--- src/sv/p2c_pkg.sv ---
`default_nettype none
package p2c_pkg;

  localparam int unsigned NumPlanes = 4;

  // configuration register indexes
  localparam logic [1:0] CFG_WIDTH_BYTES = 2'd0;
  localparam logic [1:0] CFG_HEIGHT      = 2'd1;
  localparam logic [1:0] CFG_PLANE_SIZE  = 2'd2;
  localparam logic [1:0] CFG_MASKED      = 2'd3;

  // colour plane that triggers pixel output
  localparam logic [1:0] PLANE_LAST = 2'(NumPlanes - 1);

  // one store access, issued at the accepting edge
  typedef struct packed {
    logic        wr_mask;   // write mask byte
    logic        wr_plane;  // write one byte lane of the plane store
    logic        rd;        // read both stores, pixel group follows
    logic [1:0]  plane_sel; // colour plane of the byte
    logic [11:0] off;       // image offset
    logic [7:0]  data;      // stream byte
    logic [7:0]  row;
    logic [5:0]  col;
    logic        last;
    logic        masked;
  } p2c_cmd_t;

endpackage
`default_nettype wire

--- src/sv/p2c_out.sv ---
`default_nettype none
module p2c_out (
  input  wire logic          clk,
  input  wire logic          rst_n,
  input  p2c_pkg::p2c_cmd_t  cmd,
  input  wire logic [7:0]    mask_q,
  input  wire logic [23:0]   plane_q,
  output logic               in_ready,
  output logic               out_tvalid,
  input  wire logic          out_tready,
  output logic [55:0]        out_tdata,
  output logic               out_tlast
);
  import p2c_pkg::*;

  logic       s1_valid_r, s1_valid_nxt;
  logic       out_valid_r, out_valid_nxt;
  logic [7:0] s1_byte_r;
  logic [7:0] s1_row_r;
  logic [5:0] s1_col_r;
  logic       s1_last_r, s1_masked_r;
  logic       s1_adv;

  logic [31:0] colors;
  logic [7:0]  opaque;
  logic [31:0] planes;

  logic [55:0] tdata_r;
  logic        tlast_r;

  assign s1_adv   = s1_valid_r && (!out_valid_r || out_tready);
  assign in_ready = !s1_valid_r || s1_adv;

  always_comb begin
    s1_valid_nxt  = cmd.rd ? 1'b1 : (s1_adv ? 1'b0 : s1_valid_r);
    out_valid_nxt = s1_adv ? 1'b1 : (out_tready ? 1'b0 : out_valid_r);
  end

  // transpose: pixel i takes bit 7-i of each plane, MSB is leftmost
  always_comb begin
    planes = {s1_byte_r, plane_q};
    for (int i = 0; i < 8; i++) begin
      for (int q = 0; q < 4; q++) begin
        colors[4*i+q] = planes[8*q + 7 - i];
      end
      opaque[i] = !s1_masked_r || !mask_q[7-i];
    end
  end

  always_ff @(posedge clk) begin
    if (!rst_n) begin
      s1_valid_r  <= 1'b0;
      out_valid_r <= 1'b0;
    end else begin
      s1_valid_r  <= s1_valid_nxt;
      out_valid_r <= out_valid_nxt;
    end
  end

  always_ff @(posedge clk) begin
    if (cmd.rd) begin
      s1_byte_r   <= cmd.data;
      s1_row_r    <= cmd.row;
      s1_col_r    <= cmd.col;
      s1_last_r   <= cmd.last;
      s1_masked_r <= cmd.masked;
    end
    if (s1_adv) begin
      tdata_r <= {2'b00, s1_col_r, s1_row_r, opaque, colors};
      tlast_r <= s1_last_r;
    end
  end

  assign out_tvalid = out_valid_r;
  assign out_tdata  = tdata_r;
  assign out_tlast  = tlast_r;

endmodule
`default_nettype wire

--- config.mk ---
export PLATFORM = sky130hd
export DESIGN_NAME = p2c_out
export DESIGN_NICKNAME = d
export VERILOG_FILES = /design/src/sv/p2c_pkg.sv /design/src/sv/p2c_out.sv
export SDC_FILE = /design/constraint.sdc
export NUM_CORES = 1
export LEC_CHECK = 0
export ABC_CLOCK_PERIOD_IN_PS = 8340
export BUFFER_PORTS_ARGS = -buffer_cell sky130_fd_sc_hd__buf_4
export CAP_MARGIN = 20
export CORE_AREA = 2 2 83 85
export CTS_CLUSTER_DIAMETER = 200
export CTS_CLUSTER_SIZE = 10
export DETAILED_ROUTE_END_ITERATION = 7
export DIE_AREA = 0 0 85 87
export GPL_TIMING_DRIVEN = 0
export PLACE_DENSITY_LB_ADDON = 0.2
export SLEW_MARGIN = 10
export SYNTH_ARGS = -nofsm -noshare
export SYNTH_HDL_FRONTEND = slang
export SYNTH_SLANG_ARGS = --single-unit
--- constraint.sdc ---
create_clock -name clk -period 8.34 [get_ports clk]
set_input_delay 1.668 -clock clk [delete_from_list [all_inputs] [get_ports clk]]
set_output_delay 1.668 -clock clk [all_outputs]
set_load 0.03 [all_outputs]
==> results of run 1 <==
area by class of cell:
| type | instances | area (um2) | area share |
|---|---|---|---|
| tap | 80 | 100.1 | 0.02658 |
| multi-input combinational | 16 | 86.33 | 0.02292 |
| clock inverter | 5 | 128.9 | 0.03422 |
| clock buffer | 10 | 127.6 | 0.03389 |
| timing repair buffer | 117 | 890.9 | 0.2365 |
| sequential | 81 | 2412 | 0.6405 |
| buffer | 3 | 20.02 | 0.005316 |
logic make-up (layout without fill, tap and decap cells):
kind of cell	Yosys count	after routing	synth area share
other	1	2	0.001496
AND/OR/NAND/NOR	12	12	0.02196
AO/OA/AOI/OAI	2	2	0.006489
flip-flops	81	81	0.9621
buffers and inverters	3	135	0.007980
final timing paths:
check                   to  slack, ns  cells after the start
min          out_tdata[48]       0.42                      0
min reg2reg  out_tdata[48]       0.42                      0
max               in_ready       4.43                      4
max reg2reg   out_tdata[1]       6.64                      3
state kept, by name, indices dropped and copies added, names as in the netlist:
name / cells
s1_col_r: 6
s1_row_r: 8
out_tvalid: 1
s1_last_r: 1
s1_valid_r: 1
s1_masked_r: 1
out_tlast: 1
out_tdata: 54
s1_byte_r: 8
synthesized netlist by cell type (all sizes together):
master / instances / area share
and2: 1 / 0.0025
edfxtp: 79 / 0.95
nand2: 9 / 0.013
dfxtp: 2 / 0.016
buf: 3 / 0.0080
o21a: 1 / 0.0030
conb: 1 / 0.0015
a22o: 1 / 0.0035
nor2b: 2 / 0.0060
routing by layer:
| layer | wire [um] | up-vias |
|---|---|---|
| met1 | 1761 | 643 |
| met5 | 0 | - |
| met4 | 78 | 0 |
| met3 | 580 | 8 |
| li1 | - | 635 |
| met2 | 2065 | 85 |
power by group:
group / switching, mW / internal [mW] / leakage (nW)
Sequential: 0.00609 / 0.475 / 0.762
Combinational: 0.0459 / 0.0359 / 0.621
Clock: 0.128 / 0.228 / 0.127
Total: 0.180 / 0.739 / 1.51
metrics by stage:
stage / power, mW / setup WS [ns] / instances / hold WS, ns
floorplan: 0.5256 / 3.692 / 100 / 0.4003
global placement: 0.5702 / 2.593 / 296 / 0.4003
detailed placement: 0.5729 / 4.430 / 297 / 0.4056
CTS: 0.9300 / 4.430 / 312 / 0.4193
global route: 0.9541 / 4.397 / 312 / 0.4221
finish: 0.9182 / 4.433 / 312 / 0.4158
critical path: cells and delay by family:
family	cells	cell delay, ns
buffers and inverters	2	0.28
AND/OR/NAND/NOR	2	0.29
==> metrics.md, run 1 <==
| Metric | Value |
|---|---|
| Status | `finished clean` |
| Seq/Total Area, Yosys | `0.9621` |
| R2r startpoint | `out_tvalid` |
| Clk buf depth | `2` |
| Commonest non-fill, non-tap cell in the layout | `buf_4` |
| Crit end category | `output pin` |
| Core Area | `between 6000 and 7000 um2` |
| Most frequent cells in the layout | `118 x buf_4, 79 x edfxtp_1, 9 x nand2_1, 9 x clkbuf_8, 4 x bufinv_16` |
| Worst-path maximum fanout | `4` |
| WL/cell | `14.38 um` |
| Post-Syn Instances | `just under 100` |
| Most used cell, CP | `buf_4` |
| Largest net degree at the start of global routing | `32` |
| RSZ-0062 raised after global routing | `no` |
| Drt first-iter violations | `between 70 and 80` |
| Critical Path RT | `~6.7 ns` |
| Synth unique cells | `11` |
| Final Hold Fails | `0` |
| Grt total ovfl | `0` |
| Cts hold-fix bufs | `0` |
| Met3 GRT Util | `0.06256` |
| Worst EP arrival | `around 2.2 ns` |
| Crit share post-route | `0.4684` |
| Diode count | `0` |
| Antenna-violating nets left | `0` |
| GRT Total Usage | `0.1231` |
| CTS sink count | `about 80` |
| Count of state elements after synthesis | `between 80 and 90` |
| Max-Cap Viols | `0` |
| Row count | `30` |
| Clock latency on the worst-skew pair | `0.33 ns` |
| Cell Area, Synth | `2507 um2` |
| Die width | `85 um` |
| Area growth, synth to finish | `50.20%` |
| Residual DRC count | `0` |
| DPL Wire Length | `3208 um` |
| Routability congestion estimate from global placement | `between 0.6 and 0.7` |
| Slew margin rel. | `0.5049` |
| H-tree depth | `3` |
| Cell Area, Placed | `3510 um2` |
| Worst Min Path Start | `s1_col_r[0]` |
| Yosys Warn Count | `0` |
| Vias in the first global route | `around 1,400` |
| Crit-path cells | `buf_4 > nor2b_2 > nand2_1 > buf_4` |
| Met2 Track Usage GR | `0.1818` |
| Peak per-stage delay on the critical path | `approximately 0.21 ns` |
| Worst Setup SP | `out_tready` |
| CTS tree | `yes` |
| Post-CTS Setup Repair Bufs | `0` |
| Layout cells sized above 1 | `0.5862` |
| Leakage | `between 1.5 and 2 nW` |
| Kind of critical path | `primary input to output pin` |
| Pre-antenna DRT Iters | `4` |
| # fillers | `536` |
| Clock buffer count from CTS | `9` |
| Via count | `approximately 1,400` |
| Via density | `around 4.4` |
| Clock skew | `approximately 0.008 ns` |
| Post-Syn Area per Cell | `about 25 um2` |
| Setup TNS Final | `0 ns` |
| Final core utilization | `0.5733` |
| Min-delay worst type | `register to register` |
| Final slew viol count | `0` |
| Routed wire length | `around 4500 um` |
| Worst slew pin tran | `0.7411 ns` |
| Startpoint type of the worst setup path | `primary input` |
| Initial Util | `0.3817` |
| Slowest-stage cell, CP | `nor2b_2` |
| Fin nets | `about 300` |
| Die height | `about 87 um` |
| Root Driver | `clkbuf_8` |
| Clk slew on worst S/H paths | `approximately 0.07 ns` |
| Ports | `around 140` |
| Initial antenna violation count | `0` |
| PD cells | `243.8 nW/um2` |
| Global-route wire length before repair | `between 6000 and 7000 um` |
| Final number of setup-violating endpoints | `0` |
| Peak Freq | `256.0 MHz` |
| Worst vdd ir | `~0.15 mV` |
| Period minus WS final | `between 3 and 4 ns` |
| Buffers on Ports | `approximately 120` |
| Die area | `between 7000 and 8000 um2` |
| Design Area, Final | `approximately 3800 um2` |
| Resized cells post-CTS | `0` |
| Met1 usage | `0.1444` |
| GRT Max-Usage Layer | `met2` |
Note: power is estimated with default switching activity, not from simulation.
==> inputs of run 2 (changes only) <==
--- a/config.mk
+++ b/config.mk
@@ -5,14 +5,15 @@
 export SDC_FILE = /design/constraint.sdc
 export NUM_CORES = 1
 export LEC_CHECK = 0
-export ABC_CLOCK_PERIOD_IN_PS = 8340
+export ABC_AREA = 1
+export ABC_CLOCK_PERIOD_IN_PS = 3300
 export BUFFER_PORTS_ARGS = -buffer_cell sky130_fd_sc_hd__buf_4
 export CAP_MARGIN = 20
-export CORE_AREA = 2 2 83 85
+export CORE_AREA = 2 2 84 86
 export CTS_CLUSTER_DIAMETER = 200
 export CTS_CLUSTER_SIZE = 10
 export DETAILED_ROUTE_END_ITERATION = 7
-export DIE_AREA = 0 0 85 87
+export DIE_AREA = 0 0 86 88
 export GPL_TIMING_DRIVEN = 0
 export PLACE_DENSITY_LB_ADDON = 0.2
 export SLEW_MARGIN = 10
==> constraint.sdc (replaced) <==
create_clock -name clk -period 3.3 [get_ports clk]
set_input_delay 0.66 -clock clk [delete_from_list [all_inputs] [get_ports clk]]
set_output_delay 0.66 -clock clk [all_outputs]
set_load 0.03 [all_outputs]
==> run 2 against run 1 <==
Non-clock buffer count up 1; critical path depth is the same; sequential share of layout area is 0.46 points lower; cell area increased by 0.73%; largest cell class unchanged; highest routed layer unchanged.
==> metrics.md, run 2 <==
| Metric | Value |
|---|---|
| Status | `finished clean` |
| Flop pwr share | `0.536` |
| Simple-gate share of the synthesized area | `0.01745` |
| Peak Freq | `about 550 MHz` |
| Antenna-violating nets left | `0` |
| Count of state elements after synthesis | `around 80` |
| Synth unique cells | `9` |
| Sw Pwr | `~0.47 mW` |
| Layout cells sized above 1 | `0.5823` |
| Tot Pwr | `2.263 mW` |
| Routability congestion estimate from global placement | `between 0.6 and 0.7` |
| Buffers on Ports | `between 100 and 150` |
| CTS tree | `yes` |
| Clk slew on worst S/H paths | `roughly 0.080 ns` |
| Worst-path maximum fanout | `3` |
| Portion of netlist area occupied by mux cells | `0` |
| Min-delay worst type | `register to register` |
| RR Endpoint | `out_tdata[5]` |
| Hold Path End | `out_tdata[52]` |
| Synth Area in Compound Gates | `0.005982` |
| Initial antenna violation count | `0` |
| Design Area, Final | `between 3000 and 4000 um2` |
| Cell Area, Synth | `2510 um2` |
| Grt total ovfl | `0` |
| Logic pwr share | `0.093` |
| Post-Syn Instances | `about 100` |
| Smallest hold slack | `~0.42 ns` |
| Global-route wire length before repair | `roughly 6300 um` |
| PD cells | `between 500 and 600 nW/um2` |
| Clk buf depth | `2` |
| Largest family of logic cells by synthesized area | `simple AND/OR/NAND/NOR gates` |
| Final core utilization | `0.5710` |
| Worst Min Path Start | `s1_col_r[4]` |
| Post-CTS Setup Repair Bufs | `0` |
| Max FFs per register | `54` |
| Largest cells by area after synthesis | `edfxtp_1 95%, dfxtp_1 1.6%, nand2_1 1.3%` |
| Sw frac | `0.2071` |
| Ports | `roughly 140` |
| Vias in the first global route | `between 1,000 and 1,500` |
| Initial Util | `0.3778` |
| R2r setup slk | `1.86 ns` |
| Top cells by count, synth | `79 x edfxtp_1, 9 x nand2_1, 4 x inv_1, 3 x a21oi_1` |
| Final WS setup | `between 1 and 1.5 ns` |
| Final slew viol count | `0` |
| Slew margin rel. | `0.6098` |
| Clock skew | `0.005351 ns` |
| Startpoint type of the worst setup path | `primary input` |
| Core Area | `6644 um2` |
| Place WS | `between 1 and 1.5 ns` |
| Post-Syn Area per Cell | `24.61 um2` |
| H-tree depth | `3` |
| Seq/Total Area, Yosys | `0.9611` |
| Cts hold-fix bufs | `0` |
| Row count | `30` |
| Residual DRC count | `0` |
| Hold Path Stages | `0` |
| Leakage | `1.523 nW` |
| Root Driver | `clkbuf_8` |
| RSZ-0062 raised after global routing | `no` |
| Pre-antenna DRT Iters | `4` |
| Fin nets | `between 300 and 400` |
| Worst EP arrival | `roughly 1.2 ns` |
| Kind of critical path | `primary input to output pin` |
| R2R depth | `3` |
| # fillers | `546` |
| Crit end category | `output pin` |
| Period minus WS final | `roughly 1.8 ns` |
| Synth async-reset ratio | `0` |
| Diode count | `0` |
| Die height | `slightly below 90 um` |
| Final number of setup-violating endpoints | `0` |
| Clock Power Share | `0.371` |
| Adder-Cell Fraction of Synth Area | `0` |
| Drt first-iter violations | `29` |
| Ys flop type | `edfxtp_1` |
| DPL Wire Length | `~3100 um` |
| Routed wire length | `4368 um` |
| Clock latency on the worst-skew pair | `0.33 ns` |
| Worst slew pin tran | `between 0.5 and 0.6 ns` |
| Max-Cap Viols | `0` |
| Xor/xnor share of the synthesized area | `0` |
| CTS sink count | `81` |
| Largest net degree at the start of global routing | `26` |
| Critical Path RT | `~2.6 ns` |
| Internal | `roughly 1.8 mW` |
| Area share of the largest cell type after synthesis | `0.9452` |
| Via count | `roughly 1,400` |
| R2r startpoint | `s1_valid_r` |
| Worst vdd ir | `0.3027 mV` |
| Via density | `about 4.3` |
| Post-synth EDFFs | `79` |
| Most frequent cell after synthesis | `edfxtp_1` |
| Die width | `86 um` |
| Cell Area, Placed | `around 3600 um2` |
| Yosys Warn Count | `0` |
| Commonest non-fill, non-tap cell in the layout | `buf_4` |
| Area growth, synth to finish | `51.15%` |
| Clock buffer count from CTS | `9` |
| Crit share post-route | `0.5516` |
| Die area | `between 7000 and 8000 um2` |
| Most frequent cells in the layout | `118 x buf_4, 79 x edfxtp_1, 9 x nand2_1, 9 x clkbuf_8, 4 x inv_1` |
| Most area-hungry cell type in the Yosys netlist | `edfxtp_1` |
| WL/cell | `13.78 um` |
| Resized cells post-CTS | `0` |
| Final Hold Fails | `0` |
| GRT Total Usage | `0.1163` |
-- run 2: changes by cell type in the layout (fill, tap and decap cells not counted), sizes merged, moves of 2 or more --
cell    delta
inv        +4
nor2b      -2
clkinv     +2
a21oi      +3
-- run 2: routing by layer --
| layer | wire, um | track usage | vias up |
|---|---|---|---|
| met4 | 51 | 0.06494 | 0 |
| met3 | 676 | 0.06975 | 5 |
| met5 | 0 | 0 | - |
| li1 | - | - | 648 |
| met2 | 1945 | 0.1663 | 88 |
| met1 | 1694 | 0.1365 | 616 |
-- run 2: how the worst max path moves through the flow --
stage	start	to	slack, ns	depth (start not counted)
floorplan	out_tready	out_tdata[0]	0.54	2
global placement	out_tready	out_tdata[10]	-0.22	3
detailed placement	out_tready	out_tdata[32]	1.40	4
CTS	out_tready	in_ready	1.48	4
global route	out_tready	in_ready	1.45	4
finish	out_tready	in_ready	1.48	4
-- run 2: final cells by class --
class | count | area (um2) | area share
Inverter | 4 | 15.01 | 0.003958
Sequential cell | 81 | 2412 | 0.6359
Tap cell | 80 | 100.1 | 0.02639
Clock buffer | 9 | 123.9 | 0.03265
Multi-Input combinational cell | 15 | 77.57 | 0.02045
Clock inverter | 7 | 118.9 | 0.03133
Timing Repair Buffer | 118 | 925.9 | 0.2441
Buffer | 3 | 20.02 | 0.005277
-- run 2: cell families after synthesis --
| group | count (synthesis) |
|---|---|
| AND/OR/NAND/NOR | 10 |
| other | 1 |
| flip-flops | 81 |
| AO/OA/AOI/OAI | 3 |
| buffers and inverters | 7 |
-- run 2: power groups by stage --
| stage | sequential, mW | clock [mW] | combinational, mW |
|---|---|---|---|
| 3_5_place_dp | 1.24 | 0 | 0.212 |
| 3_3_place_gp | 1.24 | 0 | 0.200 |
| 2_1_floorplan | 1.30 | 0 | 0.0230 |
| 6_report | 1.21 | 0.840 | 0.210 |
| 4_1_cts | 1.21 | 0.871 | 0.212 |
| 5_1_grt | 1.22 | 0.922 | 0.222 |
-- run 2: metrics by stage --
stage | cells | TNS (ns)
floorplan | 103 | 0
global placement | 299 | -12.18
detailed placement | 301 | 0
CTS | 317 | 0
global route | 317 | 0
finish | 317 | 0
-- run 2: worst max-delay path, stage by stage --
cell and delay, ns:
buf_4 0.11, inv_1 0.12, nand3_2 0.09, buf_4 0.18
