### src/sv/p2c_pkg.sv
`default_nettype none
package p2c_pkg;

  localparam int unsigned NumPlanes = 4;

  // configuration register indexes
  localparam logic [1:0] CFG_WIDTH_BYTES = 2'd0;
  localparam logic [1:0] CFG_HEIGHT      = 2'd1;
  localparam logic [1:0] CFG_PLANE_SIZE  = 2'd2;
  localparam logic [1:0] CFG_MASKED      = 2'd3;

  // colour plane that triggers pixel output
  localparam logic [1:0] PLANE_LAST = 2'(NumPlanes - 1);

  // one store access, issued at the accepting edge
  typedef struct packed {
    logic        wr_mask;   // write mask byte
    logic        wr_plane;  // write one byte lane of the plane store
    logic        rd;        // read both stores, pixel group follows
    logic [1:0]  plane_sel; // colour plane of the byte
    logic [11:0] off;       // image offset
    logic [7:0]  data;      // stream byte
    logic [7:0]  row;
    logic [5:0]  col;
    logic        last;
    logic        masked;
  } p2c_cmd_t;

endpackage
`default_nettype wire

### src/sv/p2c_ctrl.sv
`default_nettype none
module p2c_ctrl #(
  parameter int unsigned MAX_PLANE_BYTES = 2048
) (
  input  wire logic           clk,
  input  wire logic           rst_n,
  input  wire logic           cfg_we,
  input  wire logic [1:0]     cfg_addr,
  input  wire logic [11:0]    cfg_wdata,
  input  wire logic           in_fire,
  input  wire logic [7:0]     in_byte,
  input  wire logic           in_first,
  output logic                busy,
  output p2c_pkg::p2c_cmd_t   cmd
);
  import p2c_pkg::*;

  localparam logic [16:0] MaxBytes = 17'(MAX_PLANE_BYTES);
  // twelve offset bits, one quotient bit per cycle
  localparam logic [3:0]  DivLastStep = 4'd11;

  logic [6:0]  width_r;
  logic [7:0]  height_r;
  logic [11:0] psize_r;
  logic        masked_r;

  logic [2:0]  pidx_r, pidx_nxt;
  logic [11:0] off_r, off_nxt;
  logic [7:0]  row_r, row_nxt;
  logic [5:0]  col_r, col_nxt;

  logic [2:0]  pidx_e;
  logic [11:0] off_e;
  logic [7:0]  row_e;
  logic [5:0]  col_e;
  logic [14:0] img_bytes;
  logic [2:0]  total;
  logic        cfg_ok, active, in_img, plane_end, is_mask, col_wrap;
  logic [1:0]  psel;

  logic        div_busy_r;
  logic [3:0]  div_cnt_r;
  logic [11:0] div_num_r;
  logic [6:0]  div_rem_r, div_rem_nxt;
  logic [11:0] div_quo_r, div_quo_nxt;
  logic [7:0]  div_trial, div_diff;
  logic        div_sub, div_done, width_wr;

  always_ff @(posedge clk) begin
    if (!rst_n) begin
      width_r  <= 7'd2;
      height_r <= 8'd16;
      psize_r  <= 12'd32;
      masked_r <= 1'b0;
    end else if (cfg_we) begin
      unique case (cfg_addr)
        CFG_WIDTH_BYTES: width_r  <= cfg_wdata[6:0];
        CFG_HEIGHT:      height_r <= cfg_wdata[7:0];
        CFG_PLANE_SIZE:  psize_r  <= cfg_wdata;
        CFG_MASKED:      masked_r <= cfg_wdata[0];
        default: ;
      endcase
    end
  end

  always_comb begin
    img_bytes = 15'(width_r) * 15'(height_r);
    cfg_ok = (width_r != 7'd0) && (width_r <= 7'd64) && (height_r != 8'd0) &&
             (psize_r != 12'd0) && ({5'd0, psize_r} <= MaxBytes) &&
             ({3'd0, psize_r} >= img_bytes);
    total  = 3'(NumPlanes) + {2'd0, masked_r};

    pidx_e = in_first ? 3'd0  : pidx_r;
    off_e  = in_first ? 12'd0 : off_r;
    row_e  = in_first ? 8'd0  : row_r;
    col_e  = in_first ? 6'd0  : col_r;

    active    = cfg_ok && (pidx_e < total);
    in_img    = {3'd0, off_e} < img_bytes;
    plane_end = ({1'b0, off_e} + 13'd1) >= {1'b0, psize_r};
    is_mask   = masked_r && (pidx_e == 3'd0);
    psel      = 2'(pidx_e - {2'd0, masked_r});
    col_wrap  = ({1'b0, col_e} + 7'd1) >= width_r;

    pidx_nxt = pidx_e;
    off_nxt  = off_e;
    row_nxt  = row_e;
    col_nxt  = col_e;
    if (cfg_ok && !active) begin
      pidx_nxt = total;
    end else if (active) begin
      if (plane_end) begin
        pidx_nxt = pidx_e + 3'd1;
        off_nxt  = 12'd0;
        row_nxt  = 8'd0;
        col_nxt  = 6'd0;
      end else begin
        off_nxt = off_e + 12'd1;
        if (col_wrap) begin
          col_nxt = 6'd0;
          row_nxt = row_e + 8'd1;
        end else begin
          col_nxt = col_e + 6'd1;
        end
      end
    end

    cmd.wr_mask   = in_fire && active && in_img && is_mask;
    cmd.wr_plane  = in_fire && active && in_img && !is_mask && (psel != PLANE_LAST);
    cmd.rd        = in_fire && active && in_img && !is_mask && (psel == PLANE_LAST);
    cmd.plane_sel = psel;
    cmd.off       = off_e;
    cmd.data      = in_byte;
    cmd.row       = row_e;
    cmd.col       = col_e;
    cmd.last      = ({3'd0, off_e} + 15'd1) == img_bytes;
    cmd.masked    = masked_r;
  end

  // restoring divide of the byte offset by width_bytes; a width write
  // rebuilds row and column from the offset, input waits meanwhile
  always_comb begin
    width_wr    = cfg_we && (cfg_addr == CFG_WIDTH_BYTES);
    div_trial   = {div_rem_r, div_num_r[11]};
    div_diff    = div_trial - {1'b0, width_r};
    div_sub     = div_trial >= {1'b0, width_r};
    div_rem_nxt = div_sub ? div_diff[6:0] : div_trial[6:0];
    div_quo_nxt = {div_quo_r[10:0], div_sub};
    div_done    = div_busy_r && (div_cnt_r == DivLastStep);
  end

  assign busy = div_busy_r;

  always_ff @(posedge clk) begin
    if (!rst_n) begin
      div_busy_r <= 1'b0;
      div_cnt_r  <= 4'd0;
      div_num_r  <= 12'd0;
      div_rem_r  <= 7'd0;
      div_quo_r  <= 12'd0;
    end else if (width_wr) begin
      div_busy_r <= 1'b1;
      div_cnt_r  <= 4'd0;
      div_num_r  <= off_r;
      div_rem_r  <= 7'd0;
      div_quo_r  <= 12'd0;
    end else if (div_busy_r) begin
      div_busy_r <= !div_done;
      div_cnt_r  <= div_cnt_r + 4'd1;
      div_num_r  <= {div_num_r[10:0], 1'b0};
      div_rem_r  <= div_rem_nxt;
      div_quo_r  <= div_quo_nxt;
    end
  end

  always_ff @(posedge clk) begin
    if (!rst_n) begin
      pidx_r <= 3'd0;
      off_r  <= 12'd0;
      row_r  <= 8'd0;
      col_r  <= 6'd0;
    end else if (in_fire) begin
      pidx_r <= pidx_nxt;
      off_r  <= off_nxt;
      row_r  <= row_nxt;
      col_r  <= col_nxt;
    end else if (div_done) begin
      row_r  <= div_quo_nxt[7:0];
      col_r  <= div_rem_nxt[5:0];
    end
  end

endmodule
`default_nettype wire

### config.mk
export PLATFORM = sky130hd
export DESIGN_NAME = p2c_ctrl
export DESIGN_NICKNAME = d
export VERILOG_FILES = /design/src/sv/p2c_pkg.sv /design/src/sv/p2c_ctrl.sv
export SDC_FILE = /design/constraint.sdc
export NUM_CORES = 1
export LEC_CHECK = 0
export ABC_AREA = 1
export BUFFER_PORTS_ARGS = -buffer_cell sky130_fd_sc_hd__buf_2
export CAP_MARGIN = 25
export CORE_MARGIN = 1
export CORE_UTILIZATION = 48
export CTS_BUF_LIST = sky130_fd_sc_hd__clkbuf_4
export DETAILED_ROUTE_END_ITERATION = 12
export GPL_ROUTABILITY_DRIVEN = 0
export PLACE_DENSITY = 0.69
export SLEW_MARGIN = 0
export SYNTH_ARGS = -nofsm -noshare
export SYNTH_HDL_FRONTEND = slang
export SYNTH_SLANG_ARGS = --single-unit
### constraint.sdc
create_clock -name clk -period 5.7 [get_ports clk]
set_clock_uncertainty 0.1 [all_clocks]
set_input_delay 0.855 -clock clk [delete_from_list [all_inputs] [get_ports clk]]
set_output_delay 0.855 -clock clk [all_outputs]
set_load 0.01 [all_outputs]
==> results of run 1 <==
## power groups by stage
| stage | clock [uW] | combinational [uW] | sequential (uW) |
|---|---|---|---|
| detailed placement | 0 | 685 | 686 |
| CTS | 383 | 714 | 672 |
| finish | 375 | 728 | 672 |
| global route | 408 | 812 | 677 |
| floorplan | 0 | 517 | 674 |
| global placement | 0 | 676 | 685 |
## state kept, by name, indices dropped and copies added, names as in the netlist
name and count:
busy 1, col_r 6, div_cnt_r 4, div_num_r 12, div_quo_r 7, div_rem_r 7, height_r 8, masked_r 1
off_r 12, pidx_r 3, psize_r 12, row_r 8, width_r 7
## layer usage
metal	routed length, um	up-vias
li1	-	4166
met3	1250	49
met2	10600	213
met1	10100	3727
met4	783	0
met5	0	-
## what timing repair did
action	4_1_cts	5_1_grt
endpoints found under the setup margin	4	33
resized for setup	32	16
setup buffers	11	1
hold buffers	0	0
pin swaps	28	6
## cell usage after synthesis, drive strengths merged
| cell | number |
|---|---|
| nand2 | 300 |
| inv | 218 |
| a21oi | 105 |
| o21ai | 92 |
| dfxtp | 88 |
| ha | 86 |
| nor2 | 78 |
| nand3 | 52 |
| clkbuf | 36 |
| fa | 30 |
| xor2 | 28 |
| buf | 23 |
| nand4 | 22 |
| nor3 | 17 |
| a31oi | 12 |
| xnor2 | 10 |
| nor4 | 9 |
| o221ai | 6 |
| nand3b | 4 |
| o211ai | 4 |
| o21bai | 4 |
| or2 | 4 |
| a21o | 3 |
| o21a | 3 |
| a211oi | 2 |
| clkinv | 2 |
| o22ai | 2 |
| o31ai | 2 |
| o2111ai | 1 |
| or3 | 1 |
| or3b | 1 |
## worst min path at each step
stage	to	slack [ps]	depth (start not counted)
6_report	pidx_r[0]	380	2
5_1_grt	off_r[11]	390	2
4_1_cts	div_quo_r[6]	380	2
3_5_place_dp	div_quo_r[6]	360	2
3_3_place_gp	div_quo_r[6]	350	2
2_1_floorplan	div_quo_r[6]	340	2
## cell type report
class / count / share of cell area
well taps: 225 / 0.0290
clock inverters: 5 / 0.00581
repair buffers: 136 / 0.0919
clock buffers: 11 / 0.00852
inverters: 220 / 0.0856
multi-input cells: 878 / 0.595
flip-flops and latches: 88 / 0.184
diodes: 1 / 0.000258
## tightest hold or removal path: cells and delay by family (launching register included)
kind	cells	cell delay, ps
AO/OA/AOI/OAI	1	60
flip-flops	1	330
AND/OR/NAND/NOR	1	60
## cell families (layout without fill, tap and decap cells)
group                      Yosys count  after routing  share of synthesized area
AOI/OAI and AO/OA                  236            236                      0.161
xor gates and xnor gates            38             38                     0.0394
adders and majority gates          116            116                      0.199
buffers and inverters              279            372                      0.136
DFF                                 88             88                      0.209
other                                0              1                          0
and+or+nand+nor                    488            488                      0.257
## through the flow
stage	util	worst slack [ps]	hold WS, ps
2_1_floorplan	-	-203	338
3_3_place_gp	0.539	-312	348
3_5_place_dp	0.539	-369	358
4_1_cts	0.557	-681	376
5_1_grt	0.562	-939	393
6_report	0.562	-648	382
==> results, run 1 <==
- The flow ran to the end, but the final reports show violations.
- The final reports fail on negative setup slack.
- Of all nets on the critical path, the largest fanout is 5.
- For this run, the total global-route usage over all layers was measured as 0.263.
- Internal power comes to 1060 uW.
- TritonCTS built the clock tree.
- Static timing analysis puts the maximum clock frequency at 0.158 GHz.
- The number of endpoints failing setup at the final stage is 4.
- The die area is 18100 sq um.
- Dividing the final minimum period by the clock period gives 1.11.
- The finished layout holds 1564 standard cells, fillers aside.
- Across the run, the number of max-cap violations was 0.
- The area of the multi-input gates is 5770 sq um.
- Of the cells placed in the final design, the portion with a size suffix greater than 1 is 0.185.
- The number of nets at the end of the flow is 1476.
- The via count of the first global-routing pass is 7794.
- The leakage power of the design is 0.00498 uW.
- Entering global routing, the biggest net connects 45 pins.
- The count of pins over their slew limit is 0.
- The startpoint of the most critical register-to-register path is height_r[5].
- The area growth from synthesis to layout is 14.9%.
- The instance area after placement is 9290 sq um.
- The commonest non-fill, non-tap cell in the layout is nand2_1.
- In this run, placement finished with an instance count of 1536.
- For this design the total switching power over the nets is 715 uW.
- The share of total power in the clock network is 0.211.
- The I/O pin count is 69.
- The initialized floorplan defines 48 standard-cell rows.
- Once layout is done, the placed cells without fillers occupy 9690 sq um.
- Summed over all instances, the cell type with the most area after synthesis is dfxtp_1.
- The number of cells on the critical path is 26.
- The effective utilization at floorplan is 0.490.
- The slew at the pin with the worst max-slew slack is 753 ps.
- The maximum VDD drop is 0.142 mV.
- The slowest library cell on the worst path is fa_1.
- The H-tree depth is 3.
- The number of buffers inserted during clock tree synthesis is 9.
- The final routed DRC violation total is 0.
- The clock passes through at most 2 buffers.
- The worst pin sits at a relative slew slack of 0.497.
- The number of different library cells used by synthesis comes to 50.
- The routed layout has 8155 vias.
- The number of endpoints with negative hold slack in the final report is 0.
- Once routing completed, OpenROAD measured the worst setup slack at -648 ps.
- Fill cells in the final layout number 1649.
- Sorting the synthesized cells by area gives the leading types as dfxtp_1 21%, nand2_1 13%, ha_1 13%.
- Power spread over the standard cell area amounts to 183 nW/um^2.
- The number of cells produced by synthesis is 1245.
- The minimum clock period after layout is 6350 ps.
- In this design, the stage delay of the slowest critical-path cell is 550 ps.
- The standard cell core area is 17200 sq um.
- The register share of total power is 0.379.
- The arrival time at the worst endpoint is 5390 ps.
- The met1 track demand over resource in global routing is 0.336.
- The critical path contains buffers and inverters numbering 8 combined.
- The wire length per cell is 14.5 um.
- The required time of the critical path is 4740 ps.
- For met3 alone, demand over resource in global routing was 0.0330.
- The first global-routing pass estimated 37700 um of wire.
- The total power draw is 1780 uW.
- The count of warnings emitted by yosys is 0.
- The depth of the worst register-to-register path is 28.
- The clock-pin slew on the worst setup and hold paths is 150 ps.
- The initial antenna violation count came to 1.
- The per-cell via count in the routed design is 5.21.
- CTS saw 88 sinks.
- CTS placed an instance of clkbuf_4 at the clock tree root.
- For this run the aggregate overflow at the end of global routing stands at 0.
- For this run, the register share of the synthesized area comes to 0.209.
- Clock latency on the worst-skew pair, taken at its later pin, is 470 ps.
- The synthesized area per cell is 6.78 sq um.
- Setup repair after global routing could not meet its margin everywhere.
- The first detailed-routing pass ran for 5 iterations.
- The total half-perimeter wirelength after legalization and detailed placement is 17400 um.
- Of the total power, the share spent switching nets is 0.403.
- The peak-usage layer in the global routing report is met2.
- The overall die width is 135 um.
- The destination of the worst register-to-register timing path is row_r[6].
- The startpoint identified for the worst hold timing path is pidx_r[0].
- Across the whole layout, storage elements account for 1780 sq um.
- The fraction of post-synthesis cell area in the top cell type by area is 0.209.
- Among cell families on the critical path, the largest total delay comes from adder cells.
- The capturing instance or port of the critical path is cmd[39].
- The total negative slack is -2250 ps.
- The count of port buffers added during placement is 52.
- Measured along the y axis, the die boundary spans 135 um.
- The synthesized design contains 88 register bits.
- The worst setup path is captured at an output port.
- The detail route stage leaves a number of antenna-violating nets equal to 0.
- The top cell types in the final layout, fill and taps aside, are 286 x nand2_1, 208 x inv_1, 89 x a21oi_1.
- The type of the worst min-delay path is flip-flop to flip-flop.
- The worst setup path is of the flip-flop to output port kind.
- Counting every net in the synthesized netlist gives 1388.
- The startpoint class of the critical path is a flip-flop.
- The final layout contains routed wiring with a total length of 22700 um.
- The cell area after synthesis is 8440 sq um.
- The source of the critical timing path is height_r[5].
- For this run, global-route usage on met2 was measured as 0.444.
- The library cell appearing most often on the critical path is inv_2.
- For this block, the initial DRC count from the detailed router was 466.
- The logic gate share of total power is 0.410.
- The worst register-to-register path has a setup slack of 120 ps.
No activity file was read; power rests on OpenSTA's default activity.
==> run 2: changes to the inputs <==
--- a/config.mk
+++ b/config.mk
@@ -5,7 +5,6 @@
 export SDC_FILE = /design/constraint.sdc
 export NUM_CORES = 1
 export LEC_CHECK = 0
-export ABC_AREA = 1
 export BUFFER_PORTS_ARGS = -buffer_cell sky130_fd_sc_hd__buf_2
 export CAP_MARGIN = 25
 export CORE_MARGIN = 1
==> results, run 2 <==
- The met1 track demand over resource in global routing came to 0.352 (+0.0161).
- The worst-path maximum fanout came to 5 (unchanged).
- The count of pins over their slew limit is 0 (unchanged).
- The total negative slack is -3910 ps (-1660 ps).
- The via count of the first global-routing pass is 7081 (-9.1%).
- In this run the most used layer during global routing was met2.
- The largest registers in the layout are div_num_r x12, off_r x12, psize_r x12.
- The final core utilization is 0.593 (+0.0306).
- The initial antenna violation count is 1 (unchanged).
- The global-route total usage across every layer was 0.265 (+0.00235).
- The minimum clock period after layout is 6740 ps (+392 ps).
- The family with the most delay on the worst path is adder cells.
- The final routed DRC violation total came to 0 (unchanged).
- The largest buffer count on any clock path is 2 (unchanged).
- The total half-perimeter wirelength after legalization and detailed placement is 16100 um (-7.6%).
- For this run, the leading register cell type out of synthesis is dfxtp_1.
- The number of detailed-route iterations in the first pass is 5 (unchanged).
- The power per cell area is 160 nW/um^2 (-12%).
- The headroom to the max-slew limit came to 0.313 (-0.184).
- The final worst-path setup slack is -1040 ps (-392 ps).
- The share of total power in the clock network is 0.235 (+0.024).
- The worst setup path is captured at an output port.
- Yosys attributes the largest share of cell area to dfxtp_1 22%, ha_1 14%, fa_1 7.6%.
- The register share of total power came to 0.437 (+0.058).
- The placement row count was 46 (-4.2%).
- The H-tree depth is 3 (unchanged).
- The worst hold path belongs to the class flip-flop to flip-flop.
- The routing usage on met2 is 0.446 (+0.00263).
- The count of warnings emitted by yosys is 0 (unchanged).
- The count of different cell masters after synthesis is 69 (+38%).
- The number of clock sinks seen by CTS was 88 (unchanged).
- The count of routing violations after the opening detailed-route iteration was 557 (+20%).
- The leakage power of the design is 0.00424 uW (-15%).
- The global-route track usage on met3 is 0.0379 (+0.00483).
- The standard cell core area came to 16000 sq um (-7.2%).
- The smallest hold slack is 390 ps (+8.07 ps).
- In the layout the commonest cells are 112 x nand2_1, 85 x buf_4, 79 x ha_1, 79 x dfxtp_1, 72 x inv_1.
- The most common cell in the synthesized netlist is nand2_1.
- The worst setup path is of the flip-flop to output port kind.
- The checks that failed: negative setup slack.
- The wire length of the first global-routing pass is 35200 um (-6.8%).
- The number of endpoints with negative hold slack in the final report is 0 (unchanged).
- The sequential fraction of the synthesis area is 0.222 (+0.0137).
- The wire length after detailed routing is 21600 um (-4.6%).
- The number of vias after detailed routing is 7327 (-10%).
- The synthesis-stage register bit count is 88 (unchanged).
- The number of nets at the end of the flow is 1228 (-17%).
- The total power draw came to 1520 uW (-14%).
- The I/O pin count is 69 (unchanged).
- The highest clock rate is 0.148 GHz (-5.8%).
- TritonCTS built the clock tree.
- The number of endpoints failing setup at the final stage is 12 (+8).
- The number of nets produced by synthesis is 1128 (-19%).
- The maximum number of pins on one net before global-route repair is 42 (-6.7%).
- The number of buffers inserted during clock tree synthesis is 9 (unchanged).
- The count of port buffers added during placement was 52 (unchanged).
- The slew at the pin with the worst max-slew slack is 1030 ps (+278 ps).
- The logic gate share of total power is 0.328 (-0.082).
- The die height is 130 um (-3.1%).
- The latest clock arrival within the worst-skew pair came to 500 ps (+30 ps).
- The fraction of power spent switching nets is 0.366 (-0.0367).
- The startpoint class of the critical path is a flip-flop.
- The effective utilization at floorplan is 0.495 (+0.00530).
- The library cell appearing most often on the critical path is fa_1.
- The commonest non-fill, non-tap cell in the layout is nand2_1.
- The layout-stage area growth over the synthesis result is 19.8%.
- The clock-pin slew on the worst setup and hold paths came to 140 ps (about the same).
- The wire length per cell is 16.5 um (+14%).
- The number of buffers inserted for hold repair after clock tree synthesis is 0 (unchanged).
- The die area is 17000 sq um (-6.1%).
- The number of cells produced by synthesis is 985 (-21%).
- The async set or reset register ratio after synthesis came to 0 (unchanged).
- Ranked by instance count, the synthesized netlist is headed by 112 x nand2_1, 88 x dfxtp_1, 86 x ha_1.
- The per-cell via count in the routed design is 5.61 (+7.5%).
- The worst path buffer plus inverter count was 5 (-3).
- The overall die width is 130 um (-3.1%).
- The cell area after synthesis is 7920 sq um (-6.2%).
- The post-route fraction of the period consumed by the critical path is 1.18 (+0.0687).
- The largest total area in the synthesized netlist belongs to dfxtp_1.
- The largest individual stage delay along the critical path comes from the cell fa_1.
- The number of maximum-capacitance constraint violations is 0 (unchanged).
- The largest stage delay on the critical path is 530 ps (-20 ps).
- The fraction of post-synthesis cell area in the top cell type by area is 0.222 (+0.0137).
- The net switching power is 557 uW (-22%).
- The remaining global-route overflow is 0 (unchanged).
- Setup repair after global routing could not meet its margin everywhere.
- Traced cell by cell, the critical path runs through and2_4, fa_1, inv_1, fa_1, inv_2, fa_1, inv_1, fa_1, inv_2, ha_4, o211a_1, o31ai_4, nor2b_4, xor2_4, ha_4, o2111ai_2, a21oi_1, a211o_1, a311oi_2, maj3_2, o2111ai_4, nor3_4, buf_2.
- The arrival time at the worst endpoint was 5780 ps (+390 ps).
- The remaining antenna violation count after routing is 0 (unchanged).
- The required time of the critical path is 4740 ps (about the same).
- The buffer type at the clock tree root is clkbuf_4.
- The flow ran to the end, but the final reports show violations.
- The ratio of cells with drive above 1 in the final layout is 0.213 (+0.0282).
- The post-placement setup slack came to -591 ps (-222 ps).
- The maximum VDD drop is 0.162 mV (+14%).
- The cell-internal power is 964 uW (-9.1%).
- The number of synthesized flops with an enable pin is 0 (unchanged).
- The synthesized area per cell is 8.04 sq um (+19%).
[run 2: cell types whose count changed after synthesis, moves of 11 or more]
cell      before  now
and3_1         0   12
nor2b_1        0   31
nand2b_1       0   16
nand3_1       48   22
a211oi_1       0   20
a21oi_1       94   57
and2_1         0   46
inv_1        216   74
o21ai_0       76   33
nand2_1      294  112
nand4_1       22   11
mux2i_1        0   35
[run 2: final cells by class]
class | count | area (sq um)
Antenna cell | 1 | 2.50
Clock buffer | 10 | 75.1
Clock inverter | 6 | 50.0
Fill cell | 1482 | 6510
Inverter | 75 | 282
Multi-Input combinational cell | 766 | 6010
Sequential cell | 88 | 1780
Tap cell | 216 | 270
Timing Repair Buffer | 145 | 1010
[run 2: metal layers]
layer / share of wire / up-vias
met5: 0 / -
li1: - / 3629
met4: 0.020 / 0
met1: 0.45 / 3473
met3: 0.050 / 25
met2: 0.48 / 200
[run 2: path summary, 6_finish.rpt]
path	start	to	slack (ps)	cells past startpoint
setup / recovery	height_r[3]	cmd[38]	-1040	23
hold / removal	div_rem_r[6]	div_rem_r[6]	390	2
setup reg to reg	height_r[3]	col_r[4]	-120	25
hold reg to reg	div_rem_r[6]	div_rem_r[6]	390	2
[run 2: logic make-up (layout without fill, tap and decap cells)]
logic type	after synthesis	count (layout)	share of synthesized area
AO/OA/AOI/OAI	196	196	0.166
XOR/XNOR	41	41	0.0453
adder cells (fa/ha/maj)	117	117	0.213
buffers and inverters	132	236	0.0672
flip-flops	88	88	0.222
multiplexers	37	37	0.0471
other	0	1	0
AND/OR/NAND/NOR	374	375	0.239
[run 2: repair_timing]
action,CTS,global route
endpoints found under the setup margin,32,33
setup buffers,13,3
pin swaps,21,15
gates resized for setup,41,33
gates cloned,1,0
[run 2: stage by stage]
step                      instances  instance area [sq um]
final                          1307                   9490
after global routing           1307                   9490
after CTS                      1303                   9300
after detailed placement       1273                   8880
after global placement         1273                   8880
after floorplan                 985                   8050
[run 2: worst reg2reg max path, delay by kind of cell (launching register included)]
family / cells / cell delay, ps
AO/OA/AOI/OAI: 6 / 720
XOR/XNOR: 1 / 180
adder cells (fa/ha/maj): 6 / 2540
buffers and inverters: 6 / 570
flip-flops: 1 / 380
AND/OR/NAND/NOR: 6 / 1280
[run 2: power groups by stage]
| stage | Sequential, uW | Combinational, uW | Clock [uW] |
|---|---|---|---|
| floorplan | 664 | 288 | 0 |
| global placement | 677 | 393 | 0 |
| detailed placement | 678 | 396 | 0 |
| CTS | 664 | 451 | 365 |
| global route | 668 | 542 | 388 |
| finish | 664 | 499 | 358 |
==> run 3: changes to the inputs <==
--- a/config.mk
+++ b/config.mk
@@ -12,7 +12,7 @@
 export CTS_BUF_LIST = sky130_fd_sc_hd__clkbuf_4
 export DETAILED_ROUTE_END_ITERATION = 12
 export GPL_ROUTABILITY_DRIVEN = 0
-export PLACE_DENSITY = 0.69
+export PLACE_DENSITY = 0.72
 export SLEW_MARGIN = 0
 export SYNTH_ARGS = -nofsm -noshare
 export SYNTH_HDL_FRONTEND = slang
==> results, run 3 (synthesis gave the netlist of run 2 again) <==
- The arrival time at the worst endpoint was 5760 ps (-20 ps).
- The final routed DRC violation total is 0 (unchanged).
- The overall die width is 130 um (unchanged).
- The number of vias after detailed routing is 7413 (+1.2%).
- The latest clock arrival within the worst-skew pair is 490 ps (about the same).
- The number of buffers inserted during clock tree synthesis is 9 (unchanged).
- The I/O pin count is 69 (unchanged).
- The highest clock rate is 0.149 GHz (+0.40%).
- The startpoint class of the critical path is a flip-flop.
- The total power draw is 1580 uW (+3.9%).
- The count of pins over their slew limit is 0 (unchanged).
- Relative to the synthesized area, the layout overhead comes to 21.6%.
- The layout filler cell count is 1451 (-2.1%).
- The largest buffer count on any clock path was 2 (unchanged).
- The number of nets at the end of the flow came to 1238 (+0.81%).
- The power per cell area came to 164 nW/um^2 (+2.4%).
- The count of port buffers added during placement was 52 (unchanged).
- The count of routing violations after the opening detailed-route iteration was 500 (-10%).
- The final reports fail on negative setup slack.
- The wire length after detailed routing was 21800 um (+0.92%).
- Traced cell by cell, the critical path runs through and2_4, fa_1, inv_1, fa_1, inv_1, fa_1, inv_1, fa_1, inv_2, ha_4, o211a_1, o31ai_4, buf_4, a21oi_4, xnor2_2, ha_1, and2_4, a31oi_1, o2111ai_2, nor4b_4, and2_4, o2111ai_4, nor3_4, buf_2.
- The final worst-path setup slack is -1010 ps (+26.8 ps).
- The initial antenna violation count is 1 (unchanged).
- The wire length per cell is 16.6 um (+0.15%).
- The per-cell via count in the routed design was 5.63 (+0.41%).
- The buffer type at the clock tree root is clkbuf_4.
- The global-route total usage across every layer came to 0.271 (+0.00565).
- The largest stage delay on the critical path is 530 ps (about the same).
- Leaving out fill and tap cells, the most frequent cells in the layout are 111 x nand2_1, 79 x ha_1, 77 x dfxtp_1.
- The effective utilization at floorplan is 0.495 (unchanged).
- The remaining global-route overflow is 0 (unchanged).
- The number of endpoints with negative hold slack in the final report is 0 (unchanged).
- The die area is 17000 sq um (unchanged).
- The number of detailed-route iterations in the first pass is 5 (unchanged).
- The H-tree depth is 3 (unchanged).
- The leakage power of the design is 0.00429 uW (+1.2%).
- The clock-pin slew on the worst setup and hold paths was 150 ps (about the same).
- The ratio of cells with drive above 1 in the final layout was 0.224 (+0.0108).
- The wire length of the first global-routing pass is 35900 um (+1.9%).
- The post-placement setup slack was -646 ps (-54.7 ps).
- The maximum number of pins on one net before global-route repair is 43 (+2.4%).
- The slowest stage of the critical path belongs to the cell fa_1.
- The commonest non-fill, non-tap cell in the layout is nand2_1.
- The remaining antenna violation count after routing is 0 (unchanged).
- The post-route fraction of the period consumed by the critical path is 1.18 (-0.00469).
- The required time of the critical path was 4740 ps (about the same).
- Setup repair after global routing could not meet its margin everywhere.
- The critical path is of the flip-flop to output port type.
- The slew at the pin with the worst max-slew slack was 1010 ps (-21.3 ps).
- The placement row count is 46 (unchanged).
- The die height is 130 um (unchanged).
- The number of endpoints failing setup at the final stage is 24 (+12).
- The standard cell core area came to 16000 sq um (unchanged).
- The minimum clock period after layout was 6710 ps (-26.7 ps).
- The maximum VDD drop is 0.143 mV (-12%).
- The worst path buffer plus inverter count is 6 (+1).
- The via count of the first global-routing pass is 7225 (+2.0%).
- The number of clock sinks seen by CTS was 88 (unchanged).
- The total half-perimeter wirelength after legalization and detailed placement came to 16000 um (-0.46%).
- The flow ran to the end, but the final reports show violations.
- The worst-path maximum fanout is 5 (unchanged).
- The largest registers in the layout are div_num_r x12, off_r x12, psize_r x12.
- The library cell appearing most often on the critical path is fa_1.
- The headroom to the max-slew limit is 0.327 (+0.0142).
- The endpoint kind of the worst setup timing path is an output port.
- Among cell families on the critical path, the largest total delay comes from adder cells.
- The number of maximum-capacitance constraint violations is 0 (unchanged).
- The smallest hold slack was 388 ps (-1.56 ps).
- The type of the worst min-delay path is flip-flop to flip-flop.
- TritonCTS built the clock tree.
run 3: cell types whose count changed in the layout (fill, tap and decap cells not counted), moves of 2 or more:
cell	delta
and2_1	-2
and2_4	+2
buf_4	-9
buf_6	+20
dfxtp_1	-2
dfxtp_2	+3
mux2i_1	-2
run 3: layout make-up:
cell class                      count  area [sq um]  share of cell area
Timing Repair Buffer              156          1170               0.121
Tap cell                          216           270              0.0281
Sequential cell                    88          1780               0.185
Clock inverter                      7          52.6             0.00546
Inverter                           75           282              0.0292
Clock buffer                        9          67.6             0.00701
Multi-Input combinational cell    765          6010               0.624
Antenna cell                        1          2.50            0.000260
run 3: path summary, 6_finish.rpt:
check	startpoint	end	slack, ps	cells after the start
worst max-delay path	height_r[3]	cmd[38]	-1010	24
worst min-delay path	div_rem_r[6]	div_rem_r[6]	390	2
worst max register to register	height_r[3]	row_r[3]	-740	35
worst min register to register	div_rem_r[6]	div_rem_r[6]	390	2
run 3: per-stage QoR:
| step | TNS (ps) | util | std cells | cell area [sq um] |
|---|---|---|---|---|
| 4_1_cts | -5060 | 0.591 | 1312 | 9460 |
| 6_report | -6030 | 0.602 | 1317 | 9630 |
| 5_1_grt | -12240 | 0.602 | 1317 | 9630 |
| 3_5_place_dp | -8020 | 0.553 | 1269 | 8840 |
| 2_1_floorplan | -1110 | - | 985 | 8050 |
| 3_3_place_gp | -4900 | 0.552 | 1268 | 8840 |
run 3: routing by layer:
metal	share of wire	vias to the layer above	GRT usage
met2	0.47	222	0.459
met5	0	-	0
met3	0.053	43	0.0330
li1	-	3639	-
met4	0.027	0	0.107
met1	0.45	3509	0.352
run 3: what timing repair did:
item / in CTS / in global routing
gates resized for setup: 61 / 30
gates cloned: 1 / 0
pin swaps: 35 / 19
hold buffers: 0 / 0
setup buffers: 37 / 6
setup endpoints to repair: 26 / 33
run 3: worst reg2reg max path, delay by kind of cell (launching register included):
family | cells | cell delay (ps)
AO/OA/AOI/OAI | 6 | 1050
XOR/XNOR | 1 | 200
adder cells (fa/ha/maj) | 6 | 2390
buffers and inverters | 17 | 1610
flip-flops | 1 | 380
multiplexers | 1 | 180
AND/OR/NAND/NOR | 4 | 420
run 3: power breakdown:
| part | switching (uW) | internal, uW | total, uW |
|---|---|---|---|
| logic | 290 | 281 | 571 |
| registers | 26.3 | 637 | 664 |
| clock network | 252 | 93.4 | 346 |
